## src/sv/nmea_rmc_pkg.sv

```systemverilog
// Shared constants, types and the fraction scaling function of the RMC extractor.
// No dependencies; used by the parser, the finish stage and the top level.
package nmea_rmc_pkg;

  // Sentence limits
  localparam int MAX_BODY    = 60;
  localparam int FRAC_DIGITS = 4;
  localparam int SPEED_FRAC  = 2;
  localparam int MAX_FRAC    = (FRAC_DIGITS > SPEED_FRAC) ? FRAC_DIGITS : SPEED_FRAC;
  localparam int BODY_W      = $clog2(MAX_BODY + 1);
  localparam int FRAC_W      = $clog2(MAX_FRAC + 1);
  localparam int POW_W       = $clog2(10 ** MAX_FRAC + 1);

  // Field widths
  localparam int LAT_W     = 27;
  localparam int LON_W     = 30;
  localparam int SPD_W     = 29;
  localparam int SPD_ACC_W = 20;
  localparam int HEAD_W    = 10;
  localparam int ACC_W     = 30;
  localparam int IDX_W     = 4;
  localparam int CNT_W     = 4;
  localparam int KNOT_W    = 10;

  // Word layout on the result channel
  localparam int OUT_BITS    = 1 + LAT_W + LON_W + SPD_W + HEAD_W;
  localparam int OUT_TDATA_W = ((OUT_BITS + 7) / 8) * 8;

  // Saturation limits and scale factors
  localparam logic [ACC_W-1:0]  LAT_MAX     = ACC_W'(99999999);
  localparam logic [ACC_W-1:0]  LON_MAX     = ACC_W'(999999999);
  localparam logic [ACC_W-1:0]  SPD_ACC_MAX = ACC_W'(999999);
  localparam logic [HEAD_W-1:0] HEAD_MAX    = HEAD_W'(999);
  localparam logic [KNOT_W-1:0] KNOT_FACTOR = KNOT_W'(514);
  localparam logic [FRAC_W-1:0] FRAC_POS    = FRAC_W'(FRAC_DIGITS);
  localparam logic [FRAC_W-1:0] FRAC_SPD    = FRAC_W'(SPEED_FRAC);

  // Body field numbers
  localparam logic [IDX_W-1:0] FLD_STATUS = IDX_W'(1);
  localparam logic [IDX_W-1:0] FLD_LAT    = IDX_W'(2);
  localparam logic [IDX_W-1:0] FLD_LON    = IDX_W'(4);
  localparam logic [IDX_W-1:0] FLD_SPEED  = IDX_W'(6);
  localparam logic [IDX_W-1:0] FLD_HEAD   = IDX_W'(7);
  localparam logic [IDX_W-1:0] FLD_LAST   = IDX_W'(15);

  // Characters kept per numeric field
  localparam logic [CNT_W-1:0] LAT_CHARS = CNT_W'(9);
  localparam logic [CNT_W-1:0] LON_CHARS = CNT_W'(10);
  localparam logic [CNT_W-1:0] SPD_CHARS = CNT_W'(4);
  localparam logic [CNT_W-1:0] CNT_LAST  = CNT_W'(15);

  // Character codes
  localparam logic [7:0] CH_DOLLAR = 8'h24;
  localparam logic [7:0] CH_STAR   = 8'h2A;
  localparam logic [7:0] CH_COMMA  = 8'h2C;
  localparam logic [7:0] CH_POINT  = 8'h2E;
  localparam logic [7:0] CH_ZERO   = 8'h30;
  localparam logic [7:0] CH_NINE   = 8'h39;
  localparam logic [7:0] CH_A      = 8'h41;
  localparam logic [7:0] CH_G      = 8'h47;
  localparam logic [7:0] CH_P      = 8'h50;
  localparam logic [7:0] CH_R      = 8'h52;
  localparam logic [7:0] CH_M      = 8'h4D;
  localparam logic [7:0] CH_C      = 8'h43;

  // Sentence snapshot taken when a sentence closes, before final scaling
  typedef struct packed {
    logic                 status;
    logic [LAT_W-1:0]     lat;
    logic [LON_W-1:0]     lon;
    logic [SPD_ACC_W-1:0] speed;
    logic [HEAD_W-1:0]    heading;
    logic [IDX_W-1:0]     field;
    logic [FRAC_W-1:0]    frac;
  } sentence_t;

  // Power of ten for a small exponent
  function automatic logic [POW_W-1:0] pow10(input logic [FRAC_W-1:0] k);
    logic [POW_W-1:0] p;
    p = POW_W'(1);
    for (int i = 0; i < MAX_FRAC; i++) begin
      if (FRAC_W'(i) < k) begin
        p = p * POW_W'(10);
      end
    end
    return p;
  endfunction

  // Pad missing fraction digits with zeros, saturating at vmax
  function automatic logic [ACC_W-1:0] scale_sat(input logic [ACC_W-1:0]  acc,
                                                input logic [FRAC_W-1:0] done,
                                                input logic [FRAC_W-1:0] fmax,
                                                input logic [ACC_W-1:0]  vmax);
    logic [FRAC_W-1:0]      k;
    logic [ACC_W+POW_W-1:0] prod;
    k    = (done < fmax) ? (fmax - done) : '0;
    prod = {{POW_W{1'b0}}, acc} * {{ACC_W{1'b0}}, pow10(k)};
    return (prod > {{POW_W{1'b0}}, vmax}) ? vmax : prod[ACC_W-1:0];
  endfunction

endpackage

```

## src/sv/nmea_rmc_parse.sv

```systemverilog
// Character parser: input word register, header match and per-field accumulators.
// Depends on nmea_rmc_pkg; hands a sentence snapshot to nmea_rmc_finish.
module nmea_rmc_parse (
  input  logic                   clk,
  input  logic                   rst_n,
  input  logic                   in_tvalid,
  output logic                   in_tready,
  input  logic [7:0]             in_tdata,
  output logic                   snap_valid,
  input  logic                   snap_ready,
  output nmea_rmc_pkg::sentence_t snap_data
);

  localparam logic [2:0] HDR_IDLE = 3'd0;
  localparam logic [2:0] HDR_ONE  = 3'd1;
  localparam logic [2:0] HDR_LAST = 3'd6;
  localparam logic [2:0] IN_BODY  = 3'd7;

  // Header character expected at each match position
  function automatic logic [7:0] hdr_char(input logic [2:0] pos);
    logic [7:0] ch;
    case (pos)
      3'd0:    ch = nmea_rmc_pkg::CH_DOLLAR;
      3'd1:    ch = nmea_rmc_pkg::CH_G;
      3'd2:    ch = nmea_rmc_pkg::CH_P;
      3'd3:    ch = nmea_rmc_pkg::CH_R;
      3'd4:    ch = nmea_rmc_pkg::CH_M;
      3'd5:    ch = nmea_rmc_pkg::CH_C;
      default: ch = nmea_rmc_pkg::CH_COMMA;
    endcase
    return ch;
  endfunction

  // Input word register
  logic       byte_valid_r;
  logic [7:0] byte_r;

  // Parser state
  logic [2:0]                           header_pos_r, header_pos_nxt;
  logic [nmea_rmc_pkg::IDX_W-1:0]       field_idx_r, field_idx_nxt;
  logic [nmea_rmc_pkg::CNT_W-1:0]       char_cnt_r, char_cnt_nxt;
  logic [nmea_rmc_pkg::BODY_W-1:0]      body_len_r, body_len_nxt;
  logic [nmea_rmc_pkg::FRAC_W-1:0]      frac_r, frac_nxt;
  logic                                 point_r, point_nxt;
  logic                                 stop_r, stop_nxt;
  logic                                 status_r, status_nxt;
  logic [nmea_rmc_pkg::LAT_W-1:0]       lat_r, lat_nxt;
  logic [nmea_rmc_pkg::LON_W-1:0]       lon_r, lon_nxt;
  logic [nmea_rmc_pkg::SPD_ACC_W-1:0]   speed_r, speed_nxt;
  logic [nmea_rmc_pkg::HEAD_W-1:0]      head_r, head_nxt;
  logic                                 head_done_r, head_done_nxt;

  // Snapshot register
  logic                    snap_valid_r;
  nmea_rmc_pkg::sentence_t snap_r, snap_nxt;

  // Shared number unit
  logic                                is_num;
  logic [nmea_rmc_pkg::ACC_W-1:0]      num_acc, num_max, num_scaled;
  logic [nmea_rmc_pkg::FRAC_W-1:0]     num_fmax;
  logic [nmea_rmc_pkg::CNT_W-1:0]      num_lim;
  logic [nmea_rmc_pkg::ACC_W+3:0]      feed_sum;
  logic [nmea_rmc_pkg::ACC_W-1:0]      feed_acc;
  logic [nmea_rmc_pkg::HEAD_W+3:0]     head_sum;
  logic [nmea_rmc_pkg::HEAD_W-1:0]     head_feed;
  logic                                is_digit;
  logic [3:0]                          digit;

  logic emit_hit;
  logic snap_free;
  logic step_go;

  assign is_digit  = (byte_r >= nmea_rmc_pkg::CH_ZERO) && (byte_r <= nmea_rmc_pkg::CH_NINE);
  assign digit     = byte_r[3:0];
  assign snap_free = !snap_valid_r || snap_ready;
  assign step_go   = byte_valid_r && (!emit_hit || snap_free);
  assign in_tready = !byte_valid_r || step_go;

  // Select the accumulator of the current numeric field
  always_comb begin
    is_num   = 1'b1;
    num_acc  = '0;
    num_max  = '0;
    num_fmax = '0;
    num_lim  = '0;
    unique case (field_idx_r)
      nmea_rmc_pkg::FLD_LAT: begin
        num_acc  = nmea_rmc_pkg::ACC_W'(lat_r);
        num_max  = nmea_rmc_pkg::LAT_MAX;
        num_fmax = nmea_rmc_pkg::FRAC_POS;
        num_lim  = nmea_rmc_pkg::LAT_CHARS;
      end
      nmea_rmc_pkg::FLD_LON: begin
        num_acc  = nmea_rmc_pkg::ACC_W'(lon_r);
        num_max  = nmea_rmc_pkg::LON_MAX;
        num_fmax = nmea_rmc_pkg::FRAC_POS;
        num_lim  = nmea_rmc_pkg::LON_CHARS;
      end
      nmea_rmc_pkg::FLD_SPEED: begin
        num_acc  = nmea_rmc_pkg::ACC_W'(speed_r);
        num_max  = nmea_rmc_pkg::SPD_ACC_MAX;
        num_fmax = nmea_rmc_pkg::FRAC_SPD;
        num_lim  = nmea_rmc_pkg::SPD_CHARS;
      end
      default: is_num = 1'b0;
    endcase
  end

  // Multiply by ten and add the digit, saturating; scale on field close
  always_comb begin
    feed_sum   = {num_acc, 3'b000} + {2'b00, num_acc, 1'b0} +
                 {{nmea_rmc_pkg::ACC_W{1'b0}}, digit};
    feed_acc   = (feed_sum > {4'b0000, num_max}) ? num_max
                                                  : feed_sum[nmea_rmc_pkg::ACC_W-1:0];
    num_scaled = nmea_rmc_pkg::scale_sat(num_acc, frac_r, num_fmax, num_max);
    head_sum   = {head_r, 3'b000} + {2'b00, head_r, 1'b0} +
                 {{nmea_rmc_pkg::HEAD_W{1'b0}}, digit};
    head_feed  = (head_sum > {4'b0000, nmea_rmc_pkg::HEAD_MAX}) ? nmea_rmc_pkg::HEAD_MAX
                 : head_sum[nmea_rmc_pkg::HEAD_W-1:0];
  end

  // Next parser state for the word in the input register
  always_comb begin
    header_pos_nxt = header_pos_r;
    field_idx_nxt  = field_idx_r;
    char_cnt_nxt   = char_cnt_r;
    body_len_nxt   = body_len_r;
    frac_nxt       = frac_r;
    point_nxt      = point_r;
    stop_nxt       = stop_r;
    status_nxt     = status_r;
    lat_nxt        = lat_r;
    lon_nxt        = lon_r;
    speed_nxt      = speed_r;
    head_nxt       = head_r;
    head_done_nxt  = head_done_r;
    emit_hit       = 1'b0;
    snap_nxt       = '{status: status_r, lat: lat_r, lon: lon_r, speed: speed_r,
                       heading: head_r, field: field_idx_r, frac: frac_r};

    if (header_pos_r != IN_BODY) begin
      // Match the header, restart on a stray dollar
      if (byte_r == hdr_char(header_pos_r)) begin
        header_pos_nxt = header_pos_r + 3'd1;
        if (header_pos_r == HDR_LAST) begin
          field_idx_nxt = '0;
          body_len_nxt  = '0;
          status_nxt    = 1'b0;
          lat_nxt       = '0;
          lon_nxt       = '0;
          speed_nxt     = '0;
          head_nxt      = '0;
          char_cnt_nxt  = '0;
          frac_nxt      = '0;
          point_nxt     = 1'b0;
          stop_nxt      = 1'b0;
          head_done_nxt = 1'b0;
        end
      end else begin
        header_pos_nxt = (byte_r == nmea_rmc_pkg::CH_DOLLAR) ? HDR_ONE : HDR_IDLE;
      end
    end else if (byte_r == nmea_rmc_pkg::CH_STAR) begin
      // Close the sentence on the checksum marker
      emit_hit       = byte_valid_r;
      header_pos_nxt = HDR_IDLE;
    end else begin
      if (byte_r == nmea_rmc_pkg::CH_COMMA) begin
        // Close the field: pad its fraction, move to the next one
        if (is_num) begin
          unique case (field_idx_r)
            nmea_rmc_pkg::FLD_LAT:   lat_nxt   = num_scaled[nmea_rmc_pkg::LAT_W-1:0];
            nmea_rmc_pkg::FLD_LON:   lon_nxt   = num_scaled[nmea_rmc_pkg::LON_W-1:0];
            default:                 speed_nxt = num_scaled[nmea_rmc_pkg::SPD_ACC_W-1:0];
          endcase
        end
        if (field_idx_r != nmea_rmc_pkg::FLD_LAST) begin
          field_idx_nxt = field_idx_r + 1'b1;
        end
        char_cnt_nxt  = '0;
        frac_nxt      = '0;
        point_nxt     = 1'b0;
        stop_nxt      = 1'b0;
        head_done_nxt = 1'b0;
      end else begin
        if (char_cnt_r != nmea_rmc_pkg::CNT_LAST) begin
          char_cnt_nxt = char_cnt_r + 1'b1;
        end
        if (field_idx_r == nmea_rmc_pkg::FLD_STATUS) begin
          if (char_cnt_r == '0) begin
            status_nxt = (byte_r == nmea_rmc_pkg::CH_A);
          end
        end else if (field_idx_r == nmea_rmc_pkg::FLD_HEAD) begin
          // Heading keeps leading digits only
          if (!head_done_r) begin
            if (is_digit) begin
              head_nxt = head_feed;
            end else begin
              head_done_nxt = 1'b1;
            end
          end
        end else if (is_num && (char_cnt_r < num_lim) && !stop_r) begin
          // Digits with at most one point; anything else ends the number
          if (is_digit) begin
            if (!(point_r && (frac_r >= num_fmax))) begin
              if (point_r) begin
                frac_nxt = frac_r + 1'b1;
              end
              unique case (field_idx_r)
                nmea_rmc_pkg::FLD_LAT:   lat_nxt   = feed_acc[nmea_rmc_pkg::LAT_W-1:0];
                nmea_rmc_pkg::FLD_LON:   lon_nxt   = feed_acc[nmea_rmc_pkg::LON_W-1:0];
                default:                 speed_nxt = feed_acc[nmea_rmc_pkg::SPD_ACC_W-1:0];
              endcase
            end
          end else if ((byte_r == nmea_rmc_pkg::CH_POINT) && !point_r) begin
            point_nxt = 1'b1;
          end else begin
            stop_nxt = 1'b1;
          end
        end
      end
      // Count body characters; close at the length limit
      body_len_nxt = body_len_r + 1'b1;
      if (body_len_nxt >= nmea_rmc_pkg::BODY_W'(nmea_rmc_pkg::MAX_BODY)) begin
        emit_hit       = byte_valid_r;
        header_pos_nxt = HDR_IDLE;
        snap_nxt       = '{status: status_nxt, lat: lat_nxt, lon: lon_nxt,
                           speed: speed_nxt, heading: head_nxt, field: field_idx_nxt,
                           frac: frac_nxt};
      end
    end
  end

  // Load the input word register
  always_ff @(posedge clk) begin
    if (!rst_n) begin
      byte_valid_r <= 1'b0;
    end else if (in_tready) begin
      byte_valid_r <= in_tvalid;
    end
    if (in_tready && in_tvalid) begin
      byte_r <= in_tdata;
    end
  end

  // Advance the parser state
  always_ff @(posedge clk) begin
    if (!rst_n) begin
      header_pos_r <= HDR_IDLE;
      field_idx_r  <= '0;
      char_cnt_r   <= '0;
      body_len_r   <= '0;
      frac_r       <= '0;
      point_r      <= 1'b0;
      stop_r       <= 1'b0;
      status_r     <= 1'b0;
      head_done_r  <= 1'b0;
    end else if (step_go) begin
      header_pos_r <= header_pos_nxt;
      field_idx_r  <= field_idx_nxt;
      char_cnt_r   <= char_cnt_nxt;
      body_len_r   <= body_len_nxt;
      frac_r       <= frac_nxt;
      point_r      <= point_nxt;
      stop_r       <= stop_nxt;
      status_r     <= status_nxt;
      head_done_r  <= head_done_nxt;
    end
    if (step_go) begin
      lat_r   <= lat_nxt;
      lon_r   <= lon_nxt;
      speed_r <= speed_nxt;
      head_r  <= head_nxt;
    end
  end

  // Hold the closed sentence until the finish stage takes it
  always_ff @(posedge clk) begin
    if (!rst_n) begin
      snap_valid_r <= 1'b0;
    end else if (snap_free) begin
      snap_valid_r <= step_go && emit_hit;
    end
    if (snap_free && step_go && emit_hit) begin
      snap_r <= snap_nxt;
    end
  end

  assign snap_valid = snap_valid_r;
  assign snap_data  = snap_r;

endmodule

```

## src/sv/nmea_rmc_finish.sv

```systemverilog
// Finish stage: pads the open field's fraction, then converts knots and drives results.
// Depends on nmea_rmc_pkg; fed by nmea_rmc_parse.
module nmea_rmc_finish (
  input  logic                                    clk,
  input  logic                                    rst_n,
  input  logic                                    snap_valid,
  output logic                                    snap_ready,
  input  nmea_rmc_pkg::sentence_t                  snap_data,
  output logic                                    out_tvalid,
  input  logic                                    out_tready,
  output logic [nmea_rmc_pkg::OUT_TDATA_W-1:0]    out_tdata
);

  // Scaled stage
  logic                                 sc_valid_r;
  logic                                 sc_status_r;
  logic [nmea_rmc_pkg::LAT_W-1:0]       sc_lat_r, sc_lat_nxt;
  logic [nmea_rmc_pkg::LON_W-1:0]       sc_lon_r, sc_lon_nxt;
  logic [nmea_rmc_pkg::SPD_ACC_W-1:0]   sc_speed_r, sc_speed_nxt;
  logic [nmea_rmc_pkg::HEAD_W-1:0]      sc_head_r;

  // Output stage
  logic                                 out_valid_r;
  logic                                 out_status_r;
  logic [nmea_rmc_pkg::LAT_W-1:0]       out_lat_r;
  logic [nmea_rmc_pkg::LON_W-1:0]       out_lon_r;
  logic [nmea_rmc_pkg::SPD_W-1:0]       out_speed_r;
  logic [nmea_rmc_pkg::HEAD_W-1:0]      out_head_r;

  logic [nmea_rmc_pkg::ACC_W-1:0]       fin_acc, fin_max, fin_scaled;
  logic [nmea_rmc_pkg::FRAC_W-1:0]      fin_fmax;
  logic [nmea_rmc_pkg::SPD_ACC_W+nmea_rmc_pkg::KNOT_W-1:0] speed_prod;
  logic out_free;
  logic sc_free;

  assign out_free   = !out_valid_r || out_tready;
  assign sc_free    = !sc_valid_r || out_free;
  assign snap_ready = sc_free;

  // Pick the field left open when the sentence closed
  always_comb begin
    fin_acc  = '0;
    fin_max  = '0;
    fin_fmax = '0;
    unique case (snap_data.field)
      nmea_rmc_pkg::FLD_LAT: begin
        fin_acc  = nmea_rmc_pkg::ACC_W'(snap_data.lat);
        fin_max  = nmea_rmc_pkg::LAT_MAX;
        fin_fmax = nmea_rmc_pkg::FRAC_POS;
      end
      nmea_rmc_pkg::FLD_LON: begin
        fin_acc  = nmea_rmc_pkg::ACC_W'(snap_data.lon);
        fin_max  = nmea_rmc_pkg::LON_MAX;
        fin_fmax = nmea_rmc_pkg::FRAC_POS;
      end
      nmea_rmc_pkg::FLD_SPEED: begin
        fin_acc  = nmea_rmc_pkg::ACC_W'(snap_data.speed);
        fin_max  = nmea_rmc_pkg::SPD_ACC_MAX;
        fin_fmax = nmea_rmc_pkg::FRAC_SPD;
      end
      default: begin
        fin_acc = '0;
      end
    endcase
    fin_scaled   = nmea_rmc_pkg::scale_sat(fin_acc, snap_data.frac, fin_fmax, fin_max);
    sc_lat_nxt   = snap_data.lat;
    sc_lon_nxt   = snap_data.lon;
    sc_speed_nxt = snap_data.speed;
    unique case (snap_data.field)
      nmea_rmc_pkg::FLD_LAT:   sc_lat_nxt   = fin_scaled[nmea_rmc_pkg::LAT_W-1:0];
      nmea_rmc_pkg::FLD_LON:   sc_lon_nxt   = fin_scaled[nmea_rmc_pkg::LON_W-1:0];
      nmea_rmc_pkg::FLD_SPEED: sc_speed_nxt = fin_scaled[nmea_rmc_pkg::SPD_ACC_W-1:0];
      default:                 sc_lat_nxt   = snap_data.lat;
    endcase
  end

  // Register the scaled sentence
  always_ff @(posedge clk) begin
    if (!rst_n) begin
      sc_valid_r <= 1'b0;
    end else if (sc_free) begin
      sc_valid_r <= snap_valid;
    end
    if (sc_free && snap_valid) begin
      sc_status_r <= snap_data.status;
      sc_lat_r    <= sc_lat_nxt;
      sc_lon_r    <= sc_lon_nxt;
      sc_speed_r  <= sc_speed_nxt;
      sc_head_r   <= snap_data.heading;
    end
  end

  // Knots times 100 to metres per second times 100000
  assign speed_prod = {{nmea_rmc_pkg::KNOT_W{1'b0}}, sc_speed_r} *
                      {{nmea_rmc_pkg::SPD_ACC_W{1'b0}}, nmea_rmc_pkg::KNOT_FACTOR};

  // Hold the result word until it is taken
  always_ff @(posedge clk) begin
    if (!rst_n) begin
      out_valid_r <= 1'b0;
    end else if (out_free) begin
      out_valid_r <= sc_valid_r;
    end
    if (out_free && sc_valid_r) begin
      out_status_r <= sc_status_r;
      out_lat_r    <= sc_lat_r;
      out_lon_r    <= sc_lon_r;
      out_speed_r  <= speed_prod[nmea_rmc_pkg::SPD_W-1:0];
      out_head_r   <= sc_head_r;
    end
  end

  // Pack the result word, padded with zeros
  always_comb begin
    out_tdata = '0;
    out_tdata[nmea_rmc_pkg::OUT_BITS-1:0] =
      {out_head_r, out_speed_r, out_lon_r, out_lat_r, out_status_r};
  end

  assign out_tvalid = out_valid_r;

endmodule

```

## src/sv/nmea_rmc_field_extractor.sv

```systemverilog
// Top level of the RMC sentence field extractor.
// Depends on nmea_rmc_pkg, nmea_rmc_parse and nmea_rmc_finish.
//
// Usage:
//   The input channel carries one received character per word (in_tdata).
//   The block hunts for the "$GPRMC," header, then reads the sentence body
//   up to '*' or MAX_BODY body characters and sends one result word per
//   sentence on the output channel. Bytes outside a sentence produce nothing.
//   Throughput: one character per cycle, sustained, as long as results drain.
//   The closing character passes the input word register, the snapshot
//   register, the scaling stage and the output register (knots product).
//   Reset clears every valid flag and puts the parser back to header hunting.
//   When the receiver stalls, the result word holds; up to two further
//   sentence results queue in the internal stages, and only then is the
//   input held off, when a character that closes yet another sentence waits.
//   Characters that close no sentence keep flowing during a stall.
module nmea_rmc_field_extractor (
  input  logic                                 clk,
  input  logic                                 rst_n,
  input  logic                                 in_tvalid,
  output logic                                 in_tready,
  // [7:0] rx_byte
  input  logic [7:0]                           in_tdata,
  output logic                                 out_tvalid,
  input  logic                                 out_tready,
  // [0] fix_valid, [27:1] latitude_e4, [57:28] longitude_e4,
  // [86:58] speed_mps_e5, [96:87] heading_deg, [103:97] zero
  output logic [nmea_rmc_pkg::OUT_TDATA_W-1:0] out_tdata
);

  logic                    snap_valid;
  logic                    snap_ready;
  nmea_rmc_pkg::sentence_t snap_data;

  // Character parser
  nmea_rmc_parse u_parse (
    .clk        (clk),
    .rst_n      (rst_n),
    .in_tvalid  (in_tvalid),
    .in_tready  (in_tready),
    .in_tdata   (in_tdata),
    .snap_valid (snap_valid),
    .snap_ready (snap_ready),
    .snap_data  (snap_data)
  );

  // Final scaling and result register
  nmea_rmc_finish u_finish (
    .clk        (clk),
    .rst_n      (rst_n),
    .snap_valid (snap_valid),
    .snap_ready (snap_ready),
    .snap_data  (snap_data),
    .out_tvalid (out_tvalid),
    .out_tready (out_tready),
    .out_tdata  (out_tdata)
  );

endmodule

```

## config.mk

```make
export PLATFORM = sky130hd
export DESIGN_NAME = nmea_rmc_field_extractor
export DESIGN_NICKNAME = d
export VERILOG_FILES = /design/src/sv/nmea_rmc_pkg.sv /design/src/sv/nmea_rmc_parse.sv /design/src/sv/nmea_rmc_finish.sv /design/src/sv/nmea_rmc_field_extractor.sv
export SDC_FILE = /design/constraint.sdc
export NUM_CORES = 2
export LEC_CHECK = 0
export BUFFER_PORTS_ARGS = -buffer_cell sky130_fd_sc_hd__buf_2
export CAP_MARGIN = 20
export CORE_MARGIN = 3
export CORE_UTILIZATION = 40
export CTS_CLUSTER_DIAMETER = 200
export CTS_CLUSTER_SIZE = 8
export DETAILED_ROUTE_END_ITERATION = 16
export SKIP_CTS_REPAIR_TIMING = 1
export SLEW_MARGIN = 5
export SYNTH_ARGS = -nofsm -noshare
export SYNTH_HDL_FRONTEND = slang
export SYNTH_SLANG_ARGS = --single-unit
```

## constraint.sdc

```tcl
create_clock -name clk -period 14.6 [get_ports clk]
set_input_delay 1.46 -clock clk [delete_from_list [all_inputs] [get_ports clk]]
set_output_delay 1.46 -clock clk [all_outputs]
set_load 0.005 [all_outputs]
```

# == Word-level counts from Yosys, hierarchy flattened ==
# Cells that the tools add are included.
# word_totals
output_inout_bits,106
ff_bits,402
elab_cells,285
# classes
n_addsub,11
n_mul,9
order_cmp,19
n_reduce_logical,40
n_eq_ne,30
muxes,141
# op_table
op,n
30-bit 2-to-1 mux,17
27-bit 2-to-1 mux,14
30-bit one-hot mux with 3 select lines,4
95-bit 2-to-1 mux,3
20-bit 2-to-1 mux,14
10-bit 2-to-1 mux,10
44-bit by 30-bit greater-than comparator with 1-bit output,2
30-bit by 14-bit multiplier with 44-bit output,2
14-bit 2-to-1 mux,6
"14-bit by 3-bit multiplier with 13-bit output, second input constant",4
3-bit 2-to-1 mux,17
4-bit 2-to-1 mux,12
7-bit one-hot mux with 6 select lines,1
1-bit 2-to-1 mux,35
33-bit by 31-bit adder with 34-bit output,1
34-bit by 4-bit adder with 34-bit output,1
34-bit by 30-bit greater-than comparator with 1-bit output,1
"8-bit by 6-bit equality test with 1-bit output, second input constant",4
"20-bit by 9-bit multiplier with 28-bit output, second input constant",1
6-bit 2-to-1 mux,4
"4-bit by 3-bit equality test with 1-bit output, second input constant",5
9-bit AND reduction,2
3-bit nonzero test,5
13-bit by 11-bit adder with 14-bit output,1
other kinds (41),84

# == Depth between registers and ports, before layout ==
# depth
ltp_word,22
mapped_depth,62

# == Modules after synthesis ==
# A second synthesis with hierarchy kept.
# hier_totals
hier_cells,5673
hier_area_um2,51871.0
# modules_own_cells
mod,seq_area_each_um2,instances,cells_each,area_each_um2
nmea_rmc_parse,6226.0,1,3385,29604.6
nmea_rmc_finish,5565.3,1,2288,22266.4

# == Least setup slack after synthesis ==
# OpenSTA, ideal clock, no wires.
# synth_path
path_kind,reg-to-reg
startpoint,"register u_parse.snap_r, in the netlist u_parse.snap_data[3]"
endpoint,register u_finish.sc_speed_r[14] (netlist name) (data pin)
t_arrival_ns,12.936
required_time_ns,14.326
path_buffers,7
period_less_slack_ns,13.210
path_slack_ns,1.390
setup_ns,0.274
path_stages_with_launch,62
path_cell_list,edfxtp_1 -> nor2_1 -> and2_1 -> clkinv_1 -> nor2_1 -> clkbuf_1 -> clkbuf_1 -> nor2_1 -> inv_1 -> ha_1 -> o21a_1 -> o21ai_0 -> nor2_1 -> nor2_1 -> clkinv_1 -> o21ai_1 -> clkbuf_1 -> inv_1 -> (+26 left out) -> a211oi_1 -> o21ai_0 -> a21oi_1 -> xnor2_1 -> ha_1 -> a211oi_1 -> o211ai_1 -> a21oi_1 -> o21ai_0 -> a211oi_1 -> a311oi_1 -> nor4_1 -> nor4bb_1 -> nand4_1 -> nor2_1 -> buf_2 -> buf_2 -> a31oi_1
# synth_between
elab_chain_cells,17
word_cells_on_any_way,25
# synth_lines
element,line_no,source
from (decl),nmea_rmc_parse.sv:55,"nmea_rmc_pkg::sentence_t snap_r, snap_nxt;"
from (signal assigned),nmea_rmc_parse.sv:284,snap_r <= snap_nxt;
4-bit by 2-bit equality test with 1-bit output / 4-bit by 3-bit equality test with 1-bit output (equally long branches),nmea_rmc_finish.sv:45,unique case (snap_data.field)
2-bit OR reduction (no source line),-,
3-bit one-hot mux with 2 select lines,nmea_rmc_finish.sv:45,
3-bit subtractor / 3-bit < comparator (equally long branches),nmea_rmc_pkg.sv:96,k = (done < fmax) ? (fmax - done) : '0;
3-bit 2-to-1 mux,nmea_rmc_pkg.sv:96,
1-bit by 3-bit < comparator with 1-bit output,nmea_rmc_pkg.sv:82,if (FRAC_W'(i) < k) begin
4-bit 2-to-1 mux,nmea_rmc_pkg.sv:82,
4-bit by 3-bit multiplier with 7-bit output,nmea_rmc_pkg.sv:83,p = p * POW_W'(10);
(+2 left out),-,
14-bit 2-to-1 mux,nmea_rmc_pkg.sv:82,
14-bit by 3-bit multiplier with 13-bit output,nmea_rmc_pkg.sv:83,
14-bit 2-to-1 mux,nmea_rmc_pkg.sv:82,
30-bit by 14-bit multiplier with 44-bit output,nmea_rmc_pkg.sv:97,"prod = {{POW_W{1'b0}}, acc} * {{ACC_W{1'b0}}, pow10(k)};"
44-bit by 30-bit greater-than comparator with 1-bit output,nmea_rmc_pkg.sv:98,"return (prod > {{POW_W{1'b0}}, vmax}) ? vmax : prod[ACC_W-1:0];"
30-bit 2-to-1 mux,nmea_rmc_pkg.sv:98,
20-bit 2-to-1 mux (*),nmea_rmc_finish.sv:69,unique case (snap_data.field)
named net u_finish.sc_speed_nxt (one bit),nmea_rmc_finish.sv:19,"logic [nmea_rmc_pkg::SPD_ACC_W-1:0] sc_speed_r, sc_speed_nxt;"
to (signal assigned),nmea_rmc_finish.sv:88,sc_speed_r <= sc_speed_nxt;
to (decl),nmea_rmc_finish.sv:19,
# Mark *: on every way through the listed nets, which the timed path passes. The rest lies on a longest branch.
# A chain may end at the register's enable or synchronous reset.

# == Worst setup path in the final report ==
# layout_path
startpoint,"register u_parse.snap_r, in the netlist u_parse.snap_data[3]"
endpoint,register u_finish.sc_lon_r[26] (netlist name) (data pin)
# layout_between
elab_chain_cells,17
word_cells_on_any_way,25
# layout_lines
element,line_no,source
4-bit by 2-bit equality test with 1-bit output / 4-bit by 3-bit equality test with 1-bit output (equally long branches),"nmea_rmc_finish.sv:45, nmea_rmc_finish.sv:69",
2-bit OR reduction (no source line),-,
3-bit one-hot mux with 2 select lines,nmea_rmc_finish.sv:45,
3-bit subtractor / 3-bit < comparator (equally long branches),nmea_rmc_pkg.sv:96,
3-bit 2-to-1 mux,nmea_rmc_pkg.sv:96,
1-bit by 3-bit < comparator with 1-bit output,nmea_rmc_pkg.sv:82,
4-bit 2-to-1 mux,nmea_rmc_pkg.sv:82,
4-bit by 3-bit multiplier with 7-bit output,nmea_rmc_pkg.sv:83,
(+2 left out),-,
14-bit 2-to-1 mux,nmea_rmc_pkg.sv:82,
14-bit by 3-bit multiplier with 13-bit output,nmea_rmc_pkg.sv:83,
14-bit 2-to-1 mux,nmea_rmc_pkg.sv:82,
30-bit by 14-bit multiplier with 44-bit output,nmea_rmc_pkg.sv:97,
44-bit by 30-bit greater-than comparator with 1-bit output,nmea_rmc_pkg.sv:98,
30-bit 2-to-1 mux,nmea_rmc_pkg.sv:98,
30-bit 2-to-1 mux (*),nmea_rmc_finish.sv:69,
named net u_finish.sc_lon_nxt (one bit),nmea_rmc_finish.sv:18,"logic [nmea_rmc_pkg::LON_W-1:0] sc_lon_r, sc_lon_nxt;"
to (signal assigned),nmea_rmc_finish.sv:87,sc_lon_r <= sc_lon_nxt;
to (decl),nmea_rmc_finish.sv:18,
# Marks and branches as above.

==> impl_metrics.json <==
{
  "grt_pass1_wl_um": 257000,
  "finalCritPeriodShare_pct": 94.4,
  "numCtsBuffers": 56,
  "multiInputGateArea_um2": 35500,
  "clk_pin_slew_worst_paths_ns": 0.05,
  "power_frac_comb_pct": 1.2,
  "report.final.slew_viol_count": 0,
  "synth.top_cell.area_share_pct": 26.2,
  "drive_gt1_share_pct": 6.53,
  "cts-root-buf": "clkbuf_16",
  "internal_power_mw": 1.96,
  "peakVddDrop_mv": 0.0959,
  "rows": 130,
  "seq_area_um2": 11800,
  "timing.rr.start": "u_parse.snap_data[3]",
  "power_mw": 2.49,
  "yosysTopAreaCell": "fa_1",
  "ys.warnings.count": 0,
  "path_common_cell": "fa_1",
  "via_count": 41659,
  "synth_edf_count": 374,
  "synthMuxAreaShare_pct": 0.897,
  "h-tree-depth": 2,
  "grt_start_max_net_pins": 85,
  "path_buf_inv": 6,
  "syn-instance-count": 5563,
  "cp_slowest_cell": "fa_1",
  "gp_congestion": 0.968,
  "holdPathEnd": "u_finish.out_lat_r[8]",
  "p_leak_nw": 24.8,
  "start_util_pct": 40.6,
  "hold_class": "reg2reg",
  "synth.most_common_cell": "inv_1",
  "synthFlopType": "edfxtp_1",
  "rrSetupSlack_ns": 0.81,
  "path_delay_family": "compound AO/OA/AOI/OAI gates",
  "drv_cap": 0,
  "antenna_found_initial": 8,
  "synth_compound_gate_area_share_pct": 14.0,
  "relSlewSlack_pct": 23.1,
  "grt_overflow": 0,
  "drt_iter0_drc": 4445,
  "hp-start": "u_finish.sc_lat_r[8]",
  "core_area_um2": 127000,
  "die_area_um2": 133000,
  "crit_fanout": 25,
  "wl_per_cell_um": 23.2,
  "timing_hold_violations_final": 0,
  "fmax_mhz": 72.5,
  "drt_first_pass_iters": 6,
  "fin_hold_ws_ns": 0.376,
  "nFillCells": 12338,
  "io_pins": 118,
  "skew_ns": 0.0605,
  "power_frac_seq_pct": 50.1,
  "outcome": "completed",
  "dp_hpwl_um": 135000,
  "synth-simple-area-share_pct": 14.3,
  "path_class": "reg2reg",
  "synth_top_family_by_area": "adder cells",
  "rsz0062_at_grt": "no",
  "insertion_delay_ns": 0.64,
  "clock-sinks": 402,
  "async_flop_share_pct": 0,
  "yosysSeqAreaShare_pct": 22.9,
  "setup_ws_ns": 0.813,
  "r2r_cells": 53,
  "synth_commonest_cells": "841 x inv_1, 686 x nand2_1, 673 x fa_1",
  "fin_crit_ns": 13.79,
  "gr-usage-all-layers_pct": 25.2,
  "chipWidth_um": 365,
  "nets": 6714,
  "area_growth_pct": 7.97,
  "whs_path_depth": 0,
  "worstPathRequired_ns": 15.00,
  "cp.arrival_ns": 14.19,
  "cp-end-kind": "flip-flop",
  "powerDensity_nw_per_um2": 44.9,
  "finalSetupViolCount": 0,
  "grt_pass1_vias": 41766,
  "avgViaCountPerCell": 5.74,
  "syn_area_um2": 51500,
  "cts_buffer_depth": 3,
  "ant_nets": 0,
  "totalWireLength_um": 168000,
  "synthAdderAreaFrac_pct": 37.3,
  "ys_seq_elements": 402,
  "tightest_slew_ns": 1.15,
  "pwr-share-clk_pct": 48.7,
  "worstReg2RegEnd": "u_finish.sc_lon_r[26]",
  "syn_avg_cell_area_um2": 9.25,
  "dieHeight_um": 365,
  "pre_cts_ws_ns": -0.634,
  "drc": 0,
  "swShare_pct": 21.4,
  "cts_tree": "done",
  "synth_area_leaders": "fa_1 26%, edfxtp_1 22%, ha_1 11%, inv_1 6.1%, nand2_1 5.0%",
  "post_synth_num_cell_types": 103,
  "max_stage_delay_ns": 0.62,
  "portBuffers": 109,
  "synth-xor-area-share_pct": 2.09,
  "cp-start-kind": "flip-flop",
  "p_sw_uw": 534
}
## placed cells by master, fill, tap and decap left out, drive strengths merged, types with 42 or more instances in the layout
master  count
a21o       68
a21oi     233
a221oi     47
a22oi      47
a31oi      90
and2       62
buf       204
clkbuf     83
edfxtp    374
fa        673
ha        457
inv       843
mux2i      42
nand2     687
nand3     116
nand4      42
nor2      524
nor2b      43
nor3       65
o21a       53
o21ai     190
o31ai      49
xnor2      77
xor2       46
## flip-flops by register name, summed over array words and instances, names as in the netlist, 20 cells and up
name                  cells
u_finish.sc_lat_r        27
u_parse.snap_data        95
u_finish.sc_speed_r      20
u_parse.lon_r            30
u_finish.out_lon_r       30
u_finish.sc_lon_r        30
u_finish.out_lat_r       27
u_parse.speed_r          20
u_finish.out_speed_r     28
u_parse.lat_r            27
## layer usage
metal  global-route usage [%]  up-vias  share of wire (%)
li1                         -    18683                  -
met1                     35.4    20657                 43
met2                     39.7     1989                 45
met3                     3.91      324                8.9
met4                     8.27        6                3.7
met5                        0        -              0.027
## stage by stage
step	instances	area (um2)	utilization (%)	setup TNS (ns)
floorplan	5575	51500	-	0
detailed placement	7143	53700	42.4	-34.53
global placement	7140	53600	42.3	-34.39
CTS	7230	55300	43.6	-42.37
finish	7253	55600	43.8	0
global route	7251	55600	43.8	0
## power by group through the flow
stage,clock network (mW),registers (mW),logic (mW)
after detailed placement,0,1.27,0.0297
final,1.21,1.25,0.0307
after CTS,1.23,1.25,0.0298
after global routing,1.28,1.25,0.0329
after global placement,0,1.27,0.0287
after floorplan,0,1.27,0.0232
## cells by family (layout without fill, tap and decap cells)
group,count (synthesis),count (layout)
buf+inv,1128,1153
simple gates,1682,1683
fa+ha+maj,1130,1130
flops,402,402
other cells,2,16
mux,45,45
compound gates,1051,1051
xor+xnor,123,123
## area by class of cell
type | instances | share of cell area [%]
Inverter | 862 | 5.84
Sequential cell | 402 | 21.2
Antenna cell | 2 | 0.00901
Clock inverter | 4 | 0.178
Tap cell | 1650 | 3.72
Timing Repair Buffer | 204 | 2.35
Clock buffer | 83 | 2.70
Multi-Input combinational cell | 4046 | 64.0
## worst max path at each step
stage | from | endpoint | slack, ns | depth (start not counted)
floorplan | u_parse.snap_data[3] | u_finish.sc_speed_r[14] | 1.39 | 61
global placement | u_parse.snap_data[5] | u_finish.sc_speed_r[19] | -0.63 | 46
detailed placement | u_parse.snap_data[5] | u_finish.sc_speed_r[19] | -0.63 | 46
CTS | u_parse.snap_data[5] | u_finish.sc_lon_r[17] | -0.76 | 46
global route | u_parse.snap_data[3] | u_finish.sc_lon_r[26] | 0.02 | 53
finish | u_parse.snap_data[3] | u_finish.sc_lon_r[26] | 0.81 | 53
Power figures use the tool's default switching activity.
